`config.mk`:
```
export PLATFORM = sky130hd
export DESIGN_NAME = video_chip_register_raster_irq
export DESIGN_NICKNAME = d
export VERILOG_FILES = /design/src/rtl/core/vcrri_pkg.sv /design/src/rtl/core/video_chip_register_raster_irq.sv
export SDC_FILE = /design/constraint.sdc
export NUM_CORES = 1
export LEC_CHECK = 0
export ABC_AREA = 0
export BUFFER_PORTS_ARGS = -buffer_cell sky130_fd_sc_hd__buf_4
export CAP_MARGIN = 5
export CORE_MARGIN = 5
export CORE_UTILIZATION = 40
export CTS_BUF_LIST = sky130_fd_sc_hd__clkbuf_4
export CTS_CLUSTER_DIAMETER = 50
export CTS_CLUSTER_SIZE = 40
export DETAILED_ROUTE_END_ITERATION = 8
export GPL_TIMING_DRIVEN = 0
export PLACE_DENSITY = 0.66
export SYNTH_ARGS = -nofsm -noshare
export SYNTH_HDL_FRONTEND = slang
export SYNTH_SLANG_ARGS = --single-unit
```
`constraint.sdc`:
```
create_clock -name i_clk -period 6.25 [get_ports i_clk]
set_input_delay 0.3125 -clock i_clk [delete_from_list [all_inputs] [get_ports i_clk]]
set_output_delay 0.3125 -clock i_clk [all_outputs]
set_load 0.05 [all_outputs]
```
`src/rtl/core/vcrri_pkg.sv`:
```
// Shared types and constants for the video chip register file with raster interrupt.
// No dependencies; imported by video_chip_register_raster_irq.
package vcrri_pkg;

    typedef enum logic [1:0] {
        MODE_READ  = 2'd0,
        MODE_WRITE = 2'd1,
        MODE_LINE  = 2'd2,
        MODE_TICK  = 2'd3
    } t_mode;

    typedef struct packed {
        t_mode      mode;
        logic [5:0] reg_addr;
        logic [7:0] write_data;
        logic [8:0] line_number;
        logic [5:0] cycle_number;
    } t_item;

    // register map
    localparam logic [5:0] ADDR_SPR_MSB    = 6'h10;
    localparam logic [5:0] ADDR_CTRL_Y     = 6'h11;
    localparam logic [5:0] ADDR_RASTER     = 6'h12;
    localparam logic [5:0] ADDR_RAW_13     = 6'h13;
    localparam logic [5:0] ADDR_RAW_14     = 6'h14;
    localparam logic [5:0] ADDR_SPR_EN     = 6'h15;
    localparam logic [5:0] ADDR_CTRL_X     = 6'h16;
    localparam logic [5:0] ADDR_SPR_YEXP   = 6'h17;
    localparam logic [5:0] ADDR_MEM_SEL    = 6'h18;
    localparam logic [5:0] ADDR_IRQ_LATCH  = 6'h19;
    localparam logic [5:0] ADDR_IRQ_MASK   = 6'h1A;
    localparam logic [5:0] ADDR_RAW_1B     = 6'h1B;
    localparam logic [5:0] ADDR_SPR_MC     = 6'h1C;
    localparam logic [5:0] ADDR_SPR_XEXP   = 6'h1D;
    localparam logic [5:0] ADDR_COLL_SS    = 6'h1E;
    localparam logic [5:0] ADDR_COLL_SB    = 6'h1F;
    localparam logic [5:0] ADDR_COLOR_BASE = 6'h20;
    localparam logic [5:0] ADDR_COLOR_END  = 6'h2E;

    // reset values
    localparam logic [7:0] RST_CTRL_Y    = 8'h9B;
    localparam logic [7:0] RST_CTRL_X    = 8'h08;
    localparam logic [7:0] RST_MEM_SEL   = 8'h14;
    localparam logic [3:0] RST_IRQ_LATCH = 4'hF;

    // raster timing
    localparam logic [8:0] CANVAS_TOP    = 9'd48;
    localparam logic [8:0] CANVAS_BOTTOM = 9'd248;
    localparam logic [8:0] DEN_LINE      = 9'h030;
    localparam logic [5:0] CYC_RASTER    = 6'd2;
    localparam logic [5:0] CYC_BADLINE   = 6'd17;
    localparam logic [5:0] CYC_RELEASE   = 6'd57;

endpackage

```
`src/rtl/core/video_chip_register_raster_irq.sv`:
```
// Top level: register file of a raster video chip with raster interrupt and bad-line stall.
// Depends on vcrri_pkg.
//
// Each input word is a bus read, a bus write, a raster line start or a cycle tick (kind in
// s_axis_tuser). One result word comes out per input word, in order: the read byte (zero
// for anything but a read), an interrupt flag and the CPU ready level after the word. The
// block takes one word per clock while results are taken; an accepted word passes through
// the input register and then the output register, which frees the input side whenever the
// result is being taken or it is empty, so a stall downstream costs no throughput once it
// lifts. The raster interrupt (latch bit 0) is raised on a compare match at tick CYC_RASTER, on a
// compare write that changes the value to the current line, or on a control-Y write on a
// matching line other than 0; the compare register is 8 bits, so lines 256..511 never match.
// On canvas lines (48..247) cycle 17 decides the bad-line stall and cycle 57 releases it.
// Registers 0x1E/0x1F clear when read. Addresses without a decoded meaning read back the
// byte last written; the colour registers 0x20..0x2E share that raw storage.
module video_chip_register_raster_irq (
    input  logic        i_clk,
    input  logic        i_rst_n,
    input  logic        s_axis_tvalid,
    output logic        s_axis_tready,
    // [5:0] reg_addr, [13:6] write_data, [22:14] line_number, [28:23] cycle_number
    input  logic [31:0] s_axis_tdata,
    // [1:0] mode
    input  logic [1:0]  s_axis_tuser,
    output logic        m_axis_tvalid,
    input  logic        m_axis_tready,
    // [7:0] read_data, [8] irq_pulse, [9] cpu_ready
    output logic [15:0] m_axis_tdata
);
    import vcrri_pkg::*;

    // input register
    logic        r_in_valid;
    t_item       r_in;
    // output register
    logic        r_out_valid;
    logic [15:0] r_out;
    logic        advance;

    // chip state
    logic [7:0] r_spr_x [8];
    logic [7:0] r_spr_msb, n_spr_msb;
    logic [7:0] r_spr_y [8];
    logic [7:0] r_ctrl_y, n_ctrl_y;
    logic [7:0] r_ctrl_x, n_ctrl_x;
    logic [7:0] r_ctrl_x_pend, n_ctrl_x_pend;
    logic [7:0] r_mem_sel, n_mem_sel;
    logic [7:0] r_spr_en, n_spr_en;
    logic [7:0] r_spr_xexp, n_spr_xexp;
    logic [7:0] r_spr_yexp, n_spr_yexp;
    logic [7:0] r_spr_mc, n_spr_mc;
    logic [3:0] r_irq_latch, n_irq_latch;
    logic [3:0] r_irq_mask, n_irq_mask;
    logic [7:0] r_raster_cmp, n_raster_cmp;
    logic [8:0] r_raster_now, n_raster_now;
    logic [7:0] r_raw_13, r_raw_14, r_raw_1b;
    logic [7:0] r_coll [2];
    logic [7:0] r_raw_hi [32];          // addresses 0x20..0x3F
    logic       r_in_canvas, n_in_canvas;
    logic       r_den48, n_den48;
    logic       r_ready, n_ready;

    // datapath decode
    logic       do_step, do_read, do_write;
    logic [5:0] a;
    logic [7:0] v;
    logic [2:0] spr;
    logic [7:0] rd;
    logic       irq;
    logic       raise;
    logic       match;
    logic [3:0] raised_latch;
    logic       coll_clr;

    assign advance       = !r_out_valid || m_axis_tready;
    assign s_axis_tready = !r_in_valid || advance;
    assign do_step       = r_in_valid && advance;
    assign do_read       = do_step && (r_in.mode == MODE_READ);
    assign do_write      = do_step && (r_in.mode == MODE_WRITE);
    assign a             = r_in.reg_addr;
    assign v             = r_in.write_data;
    assign spr           = a[3:1];
    assign match         = r_raster_now == {1'b0, r_raster_cmp};
    assign raised_latch  = r_irq_latch | 4'h1;
    assign coll_clr      = do_read && (a == ADDR_COLL_SS || a == ADDR_COLL_SB);

    assign m_axis_tvalid = r_out_valid;
    assign m_axis_tdata  = r_out;

    // read mux
    always_comb begin
        rd = 8'h00;
        if (a < 6'h10) begin
            rd = a[0] ? r_spr_y[spr] : r_spr_x[spr];
        end else if (a[5]) begin
            rd = (a <= ADDR_COLOR_END) ? {4'hF, r_raw_hi[a[4:0]][3:0]} : r_raw_hi[a[4:0]];
        end else begin
            unique case (a)
                ADDR_SPR_MSB:   rd = r_spr_msb;
                ADDR_CTRL_Y:    rd = {r_raster_now[8], r_ctrl_y[6:0]};
                ADDR_RASTER:    rd = r_raster_now[7:0];
                ADDR_RAW_13:    rd = r_raw_13;
                ADDR_RAW_14:    rd = r_raw_14;
                ADDR_SPR_EN:    rd = r_spr_en;
                ADDR_CTRL_X:    rd = r_ctrl_x | 8'hC0;
                ADDR_SPR_YEXP:  rd = r_spr_yexp;
                ADDR_MEM_SEL:   rd = r_mem_sel | 8'h01;
                ADDR_IRQ_LATCH: rd = (|(r_irq_latch & r_irq_mask)) ? {4'hF, r_irq_latch}
                                                                   : {4'h7, r_irq_latch};
                ADDR_IRQ_MASK:  rd = {4'hF, r_irq_mask};
                ADDR_RAW_1B:    rd = r_raw_1b;
                ADDR_SPR_MC:    rd = r_spr_mc;
                ADDR_SPR_XEXP:  rd = r_spr_xexp;
                ADDR_COLL_SS:   rd = r_coll[0];
                ADDR_COLL_SB:   rd = r_coll[1];
                default:        rd = 8'h00;
            endcase
        end
    end

    // next state for the scalar registers
    always_comb begin
        n_spr_msb     = r_spr_msb;
        n_ctrl_y      = r_ctrl_y;
        n_ctrl_x      = r_ctrl_x;
        n_ctrl_x_pend = r_ctrl_x_pend;
        n_mem_sel     = r_mem_sel;
        n_spr_en      = r_spr_en;
        n_spr_xexp    = r_spr_xexp;
        n_spr_yexp    = r_spr_yexp;
        n_spr_mc      = r_spr_mc;
        n_irq_latch   = r_irq_latch;
        n_irq_mask    = r_irq_mask;
        n_raster_cmp  = r_raster_cmp;
        n_raster_now  = r_raster_now;
        n_in_canvas   = r_in_canvas;
        n_den48       = r_den48;
        n_ready       = r_ready;
        raise         = 1'b0;
        unique case (r_in.mode)
            MODE_READ: begin
            end
            MODE_WRITE: begin
                unique case (a)
                    ADDR_SPR_MSB:   n_spr_msb = v;
                    ADDR_CTRL_Y: begin
                        n_ctrl_y = v;
                        raise    = match && (r_raster_now != 9'd0);
                    end
                    ADDR_RASTER: begin
                        if (v != r_raster_cmp) begin
                            n_raster_cmp = v;
                            raise        = r_raster_now == {1'b0, v};
                        end
                    end
                    ADDR_SPR_EN:    n_spr_en      = v;
                    ADDR_CTRL_X:    n_ctrl_x_pend = v;
                    ADDR_SPR_YEXP:  n_spr_yexp    = v;
                    ADDR_MEM_SEL:   n_mem_sel     = v;
                    ADDR_IRQ_LATCH: n_irq_latch   = r_irq_latch & ~v[3:0];
                    ADDR_IRQ_MASK:  n_irq_mask    = v[3:0];
                    ADDR_SPR_MC:    n_spr_mc      = v;
                    ADDR_SPR_XEXP:  n_spr_xexp    = v;
                    default: begin
                    end
                endcase
            end
            MODE_LINE: begin
                n_raster_now = r_in.line_number;
                n_ctrl_x     = r_ctrl_x_pend;
                n_in_canvas  = (r_in.line_number >= CANVAS_TOP) &&
                               (r_in.line_number < CANVAS_BOTTOM);
                if (r_in.line_number == DEN_LINE) begin
                    n_den48 = r_ctrl_y[4];
                end
            end
            MODE_TICK: begin
                priority if (r_in.cycle_number == CYC_RASTER) begin
                    raise = match;
                end else if (r_in.cycle_number == CYC_BADLINE) begin
                    if (r_in_canvas) begin
                        n_ready = ((r_raster_now[2:0] != r_ctrl_y[2:0]) && r_den48) ||
                                  !r_ctrl_y[4];
                    end
                end else if (r_in.cycle_number == CYC_RELEASE) begin
                    n_ready = 1'b1;
                end else begin
                end
            end
            default: begin
            end
        endcase
        if (raise) begin
            n_irq_latch = raised_latch;
        end
        irq = raise && (|(raised_latch & r_irq_mask));
    end

    // handshake registers
    always_ff @(posedge i_clk) begin
        if (!i_rst_n) begin
            r_in_valid  <= 1'b0;
            r_out_valid <= 1'b0;
        end else begin
            if (s_axis_tready) begin
                r_in_valid <= s_axis_tvalid;
            end
            if (advance) begin
                r_out_valid <= r_in_valid;
            end
        end
    end

    always_ff @(posedge i_clk) begin
        if (s_axis_tready && s_axis_tvalid) begin
            r_in.mode         <= t_mode'(s_axis_tuser);
            r_in.reg_addr     <= s_axis_tdata[5:0];
            r_in.write_data   <= s_axis_tdata[13:6];
            r_in.line_number  <= s_axis_tdata[22:14];
            r_in.cycle_number <= s_axis_tdata[28:23];
        end
        if (do_step) begin
            r_out <= {6'd0, n_ready, irq, do_read ? rd : 8'h00};
        end
    end

    // chip state
    always_ff @(posedge i_clk) begin
        if (!i_rst_n) begin
            for (int i = 0; i < 8; i++) begin
                r_spr_x[i] <= 8'h00;
                r_spr_y[i] <= 8'h00;
            end
            for (int i = 0; i < 32; i++) begin
                r_raw_hi[i] <= 8'h00;
            end
            r_coll[0]     <= 8'h00;
            r_coll[1]     <= 8'h00;
            r_raw_13      <= 8'h00;
            r_raw_14      <= 8'h00;
            r_raw_1b      <= 8'h00;
            r_spr_msb     <= 8'h00;
            r_ctrl_y      <= RST_CTRL_Y;
            r_ctrl_x      <= RST_CTRL_X;
            r_ctrl_x_pend <= RST_CTRL_X;
            r_mem_sel     <= RST_MEM_SEL;
            r_spr_en      <= 8'h00;
            r_spr_xexp    <= 8'h00;
            r_spr_yexp    <= 8'h00;
            r_spr_mc      <= 8'h00;
            r_irq_latch   <= RST_IRQ_LATCH;
            r_irq_mask    <= 4'h0;
            r_raster_cmp  <= 8'h00;
            r_raster_now  <= 9'd0;
            r_in_canvas   <= 1'b0;
            r_den48       <= 1'b0;
            r_ready       <= 1'b1;
        end else begin
            if (do_step) begin
                r_spr_msb     <= n_spr_msb;
                r_ctrl_y      <= n_ctrl_y;
                r_ctrl_x      <= n_ctrl_x;
                r_ctrl_x_pend <= n_ctrl_x_pend;
                r_mem_sel     <= n_mem_sel;
                r_spr_en      <= n_spr_en;
                r_spr_xexp    <= n_spr_xexp;
                r_spr_yexp    <= n_spr_yexp;
                r_spr_mc      <= n_spr_mc;
                r_irq_latch   <= n_irq_latch;
                r_irq_mask    <= n_irq_mask;
                r_raster_cmp  <= n_raster_cmp;
                r_raster_now  <= n_raster_now;
                r_in_canvas   <= n_in_canvas;
                r_den48       <= n_den48;
                r_ready       <= n_ready;
            end
            // raw byte storage and sprite positions
            if (do_write) begin
                if (a < 6'h10) begin
                    if (a[0]) begin
                        r_spr_y[spr] <= v;
                    end else begin
                        r_spr_x[spr] <= v;
                    end
                end
                if (a[5]) begin
                    r_raw_hi[a[4:0]] <= v;
                end
                if (a == ADDR_RAW_13) r_raw_13  <= v;
                if (a == ADDR_RAW_14) r_raw_14  <= v;
                if (a == ADDR_RAW_1B) r_raw_1b  <= v;
                if (a == ADDR_COLL_SS) r_coll[0] <= v;
                if (a == ADDR_COLL_SB) r_coll[1] <= v;
            end
            // collision registers clear on read
            if (coll_clr) begin
                r_coll[a[0]] <= 8'h00;
            end
        end
    end

endmodule
```
==> key figures <==
Place
  • DP HPWL: 61300 um
  • DP Cell Count: 2960
  • RD Place Congestion: just under 1
  • Post-place instance area: roughly 28000 sq um
  • Port bufs: 45

Power
  • Power per standard cell area: 248 nW/um^2
  • Net switching power: 2130 uW
  • Sw Ratio: 0.294
  • P_int: 5130 uW
  • Maximum vdd drop: 0.205 mV
  • Power share of the combinational group: 0.108
  • Clock power frac: 0.319
  • Seq pwr share: 0.574
  • Static leakage: 0.00982 uW
  • Total Power: 7260 uW

Setup path
  • R2r worst-path depth: 7
  • Critical path cell sequence: buf_2, buf_1, mux4_2, a211oi_1, a31oi_1, o21ai_0, o21ai_0
  • CP arrival: 4.77 ns
  • Crit path max fanout: 10
  • Critical path startpoint category: flop
  • WP buf/inv: 2
  • Most frequent CP cell: o21ai_0
  • CP endpoint kind: flop
  • Slowest cell on crit path: buf_1
  • Worst r2r dst: m_axis_tdata[6]$_SDFFCE_PN0P_
  • WS Path Type: reg2reg
  • R2r setup slk: 2.06 ns
  • Max incr delay on CP: 0.95 ns
  • CP top delay family: compound AO/OA/AOI/OAI gates
  • Worst Path Required: 6.83 ns

Layout
  • Layout cell share with drive strength beyond 1: 0.169
  • Commonest non-fill, non-tap cell in the layout: edfxtp_1
  • Final Util: 0.446
  • Area grow syn2layout: 11.0%
  • Final nets: about 2200
  • Commonest non-fill, non-tap cells in the layout: edfxtp_1, and2_1, mux2i_1
  • Layout Cells excl Fill: 3112
  • Finished Cell Area: slightly below 30000 sq um

Logic synthesis
  • Share of the synthesized area in the top cell type: 0.484
  • Async S/R FF share, synth: 0
  • Dominant cell type by area after synthesis: edfxtp_1
  • Mapped Area: 26400 sq um
  • Seq/Total Area, Yosys: 0.591
  • Post-Synthesis Cells: 2037
  • Area contributors post-synth: edfxtp_1, dfxtp_1, mux4_2, mux2i_1, and2_1
  • Yosys warnings: 0
  • Synthesized area per cell: 12.9 sq um
  • Top_reg_cell synth: edfxtp_1
  • Synth unique cells: 73
  • EDFF count, synth: 425
  • Yosys reg bits: 566

Die
  • I/O Pins: 56
  • Core Box Area: 65600 sq um
  • Initial Utilization: 0.402
  • Die area: 71200 sq um
  • Die X: 267 um
  • Die Ht: ~270 um
  • FP Rows: 94

Clock tree
  • Clock root buffer: clkbuf_4
  • H-tree depth: 2
  • CTS tree: yes
  • CTS sink cnt: roughly 570
  • Clock Latency Late Sink: 0.95 ns
  • CTS Buffer Depth: 3
  • TritonCTS buffer count: 58
  • Post-CTS sizing: 0
  • Reg clk slew, reported paths: 0.15 ns

STA
  • Final period util: 0.670
  • Maximum clock rate: 239 MHz
  • Layout Skew: 0.0754 ns
  • Slew Limit Fails: 0
  • Min Clock Period, post-route: 4.19 ns
  • Max_slew headroom: 0.113
  • Final setup vio count: 0
  • Least-Margin Pin Slew: 1.32 ns
  • Setup total negative slack: 0 ns
  • Final Hold Viols: 0
  • Unrepaired setup endpoints after global routing: false

Drt
  • Initial drt markers: 2335
  • Routed wire length: 85000 um
  • Via/cell ratio: 5.97
  • Vias: 18600
  • Drt drc: 0
  • Detail Route Antenna Nets: 0
  • Wire length per cell: 27.3 um
  • Detailed Routing Iterations Pass 1: 7

Global route
  • First-pass GRT wire length: 124000 um
  • Total gr overflow: 0
  • Tot GR Track Use: 0.234
  • Largest net degree at the start of global routing: 36
  • Vias in the first global route: ~18000
  • Initial antenna violation count: 3

Min path
  • Hold EP: r_in[11]$_DFFE_PP_
  • Hold path cells: 2
  • Hold/Removal Path Class: in2reg
  • Hold path startpoint: s_axis_tdata[19]

Status
  • Status: finished, final reports clean

Flow run
  • Max-cap viol count: 0
[cell families (layout without fill, tap and decap cells)]
family / Yosys count / count (layout) / synth area share
XOR/XNOR: 28 / 28 / 0.00930
AO/OA/AOI/OAI: 170 / 170 / 0.0420
buffers and inverters: 214 / 416 / 0.0390
multiplexers: 253 / 253 / 0.138
AND/OR/NAND/NOR: 805 / 805 / 0.181
other: 1 / 10 / 0.000142
flip-flops: 566 / 566 / 0.591
[per-stage QoR]
stage / hold WS, ns / setup slack [ns]
global route: 0.0653 / 2.05
global placement: 0.442 / 2.33
detailed placement: 0.449 / 2.37
floorplan: 0.411 / 3.51
finish: 0.102 / 2.06
CTS: 0.0360 / 2.34
[routing by layer]
metal / share of wire / vias to the layer above / GRT usage
li1: - / 7966 / -
met1: 0.38 / 9266 / 0.311
met2: 0.47 / 1102 / 0.377
met3: 0.10 / 238 / 0.0496
met4: 0.050 / 0 / 0.0948
met5: 0 / - / 0
[worst register-to-register path: cells and delay by family, from the launching register on]
kind / cells / cell delay [ns]
flip-flops: 1 / 0.42
buffers and inverters: 2 / 1.34
AO/OA/AOI/OAI: 4 / 1.70
multiplexers: 1 / 0.43
[layout make-up]
type,count,area (sq um)
Buffer,205,995
Sequential cell,566,15600
Multi-Input combinational cell,1262,9780
Clock buffer,61,458
Tap cell,864,1080
Fill cell,5976,36300
Clock inverter,48,564
Inverter,9,33.8
Timing Repair Buffer,93,773
Antenna cell,4,10.0
[synthesized netlist by cell type (all sizes together) (6+ instances only)]
master and instances:
a211oi 6, a21oi 32, a222oi 10, a22oi 43, a31oi 6, and2 203, buf 90, clkbuf 115
dfxtp 141, edfxtp 425, inv 8, mux2 7, mux2i 159, mux4 87, nand2 83, nand2b 29
nand3 48, nand4 17, nor2 47, nor2b 116, nor3 144, nor4 99, o21ai 46, o22ai 7
xnor2 19, xor2 9
[how the worst max path moves through the flow]
stage	start	end	slack [ns]	cells past startpoint
floorplan	m_axis_tvalid$_SDFFE_PN0P_	r_raw_hi[29][0]$_SDFFCE_PN0P_	3.51	8
global placement	flop	m_axis_tdata[6]$_SDFFCE_PN0P_	2.33	7
detailed placement	flop	m_axis_tdata[6]$_SDFFCE_PN0P_	2.37	7
CTS	flop	m_axis_tdata[6]$_SDFFCE_PN0P_	2.34	7
global route	flop	m_axis_tdata[6]$_SDFFCE_PN0P_	2.05	7
finish	flop	m_axis_tdata[6]$_SDFFCE_PN0P_	2.06	7
[power by group through the flow]
stage               Sequential, uW  Clock, uW  Combinational [uW]
floorplan                     4240          0                 437
global placement              4250          0                 734
detailed placement            4250          0                 742
CTS                           4170       2320                 762
global route                  4170       2480                 805
finish                        4170       2310                 780
[flip-flops by register name, summed over array words and instances, names as in the netlist, 9 cells and up, named ones only]
name and flops:
r_spr_x 64, r_spr_y 64, r_raster_now 9, r_coll 16, m_axis_tdata 10, r_in 17, r_raw_hi 256
[what timing repair did]
| action | in CTS | in global routing |
|---|---|---|
| setup buffers | 0 | 0 |
| endpoints found under the hold margin | 38 | 0 |
| hold buffers | 33 | 0 |
Power figures use the tool's default switching activity.
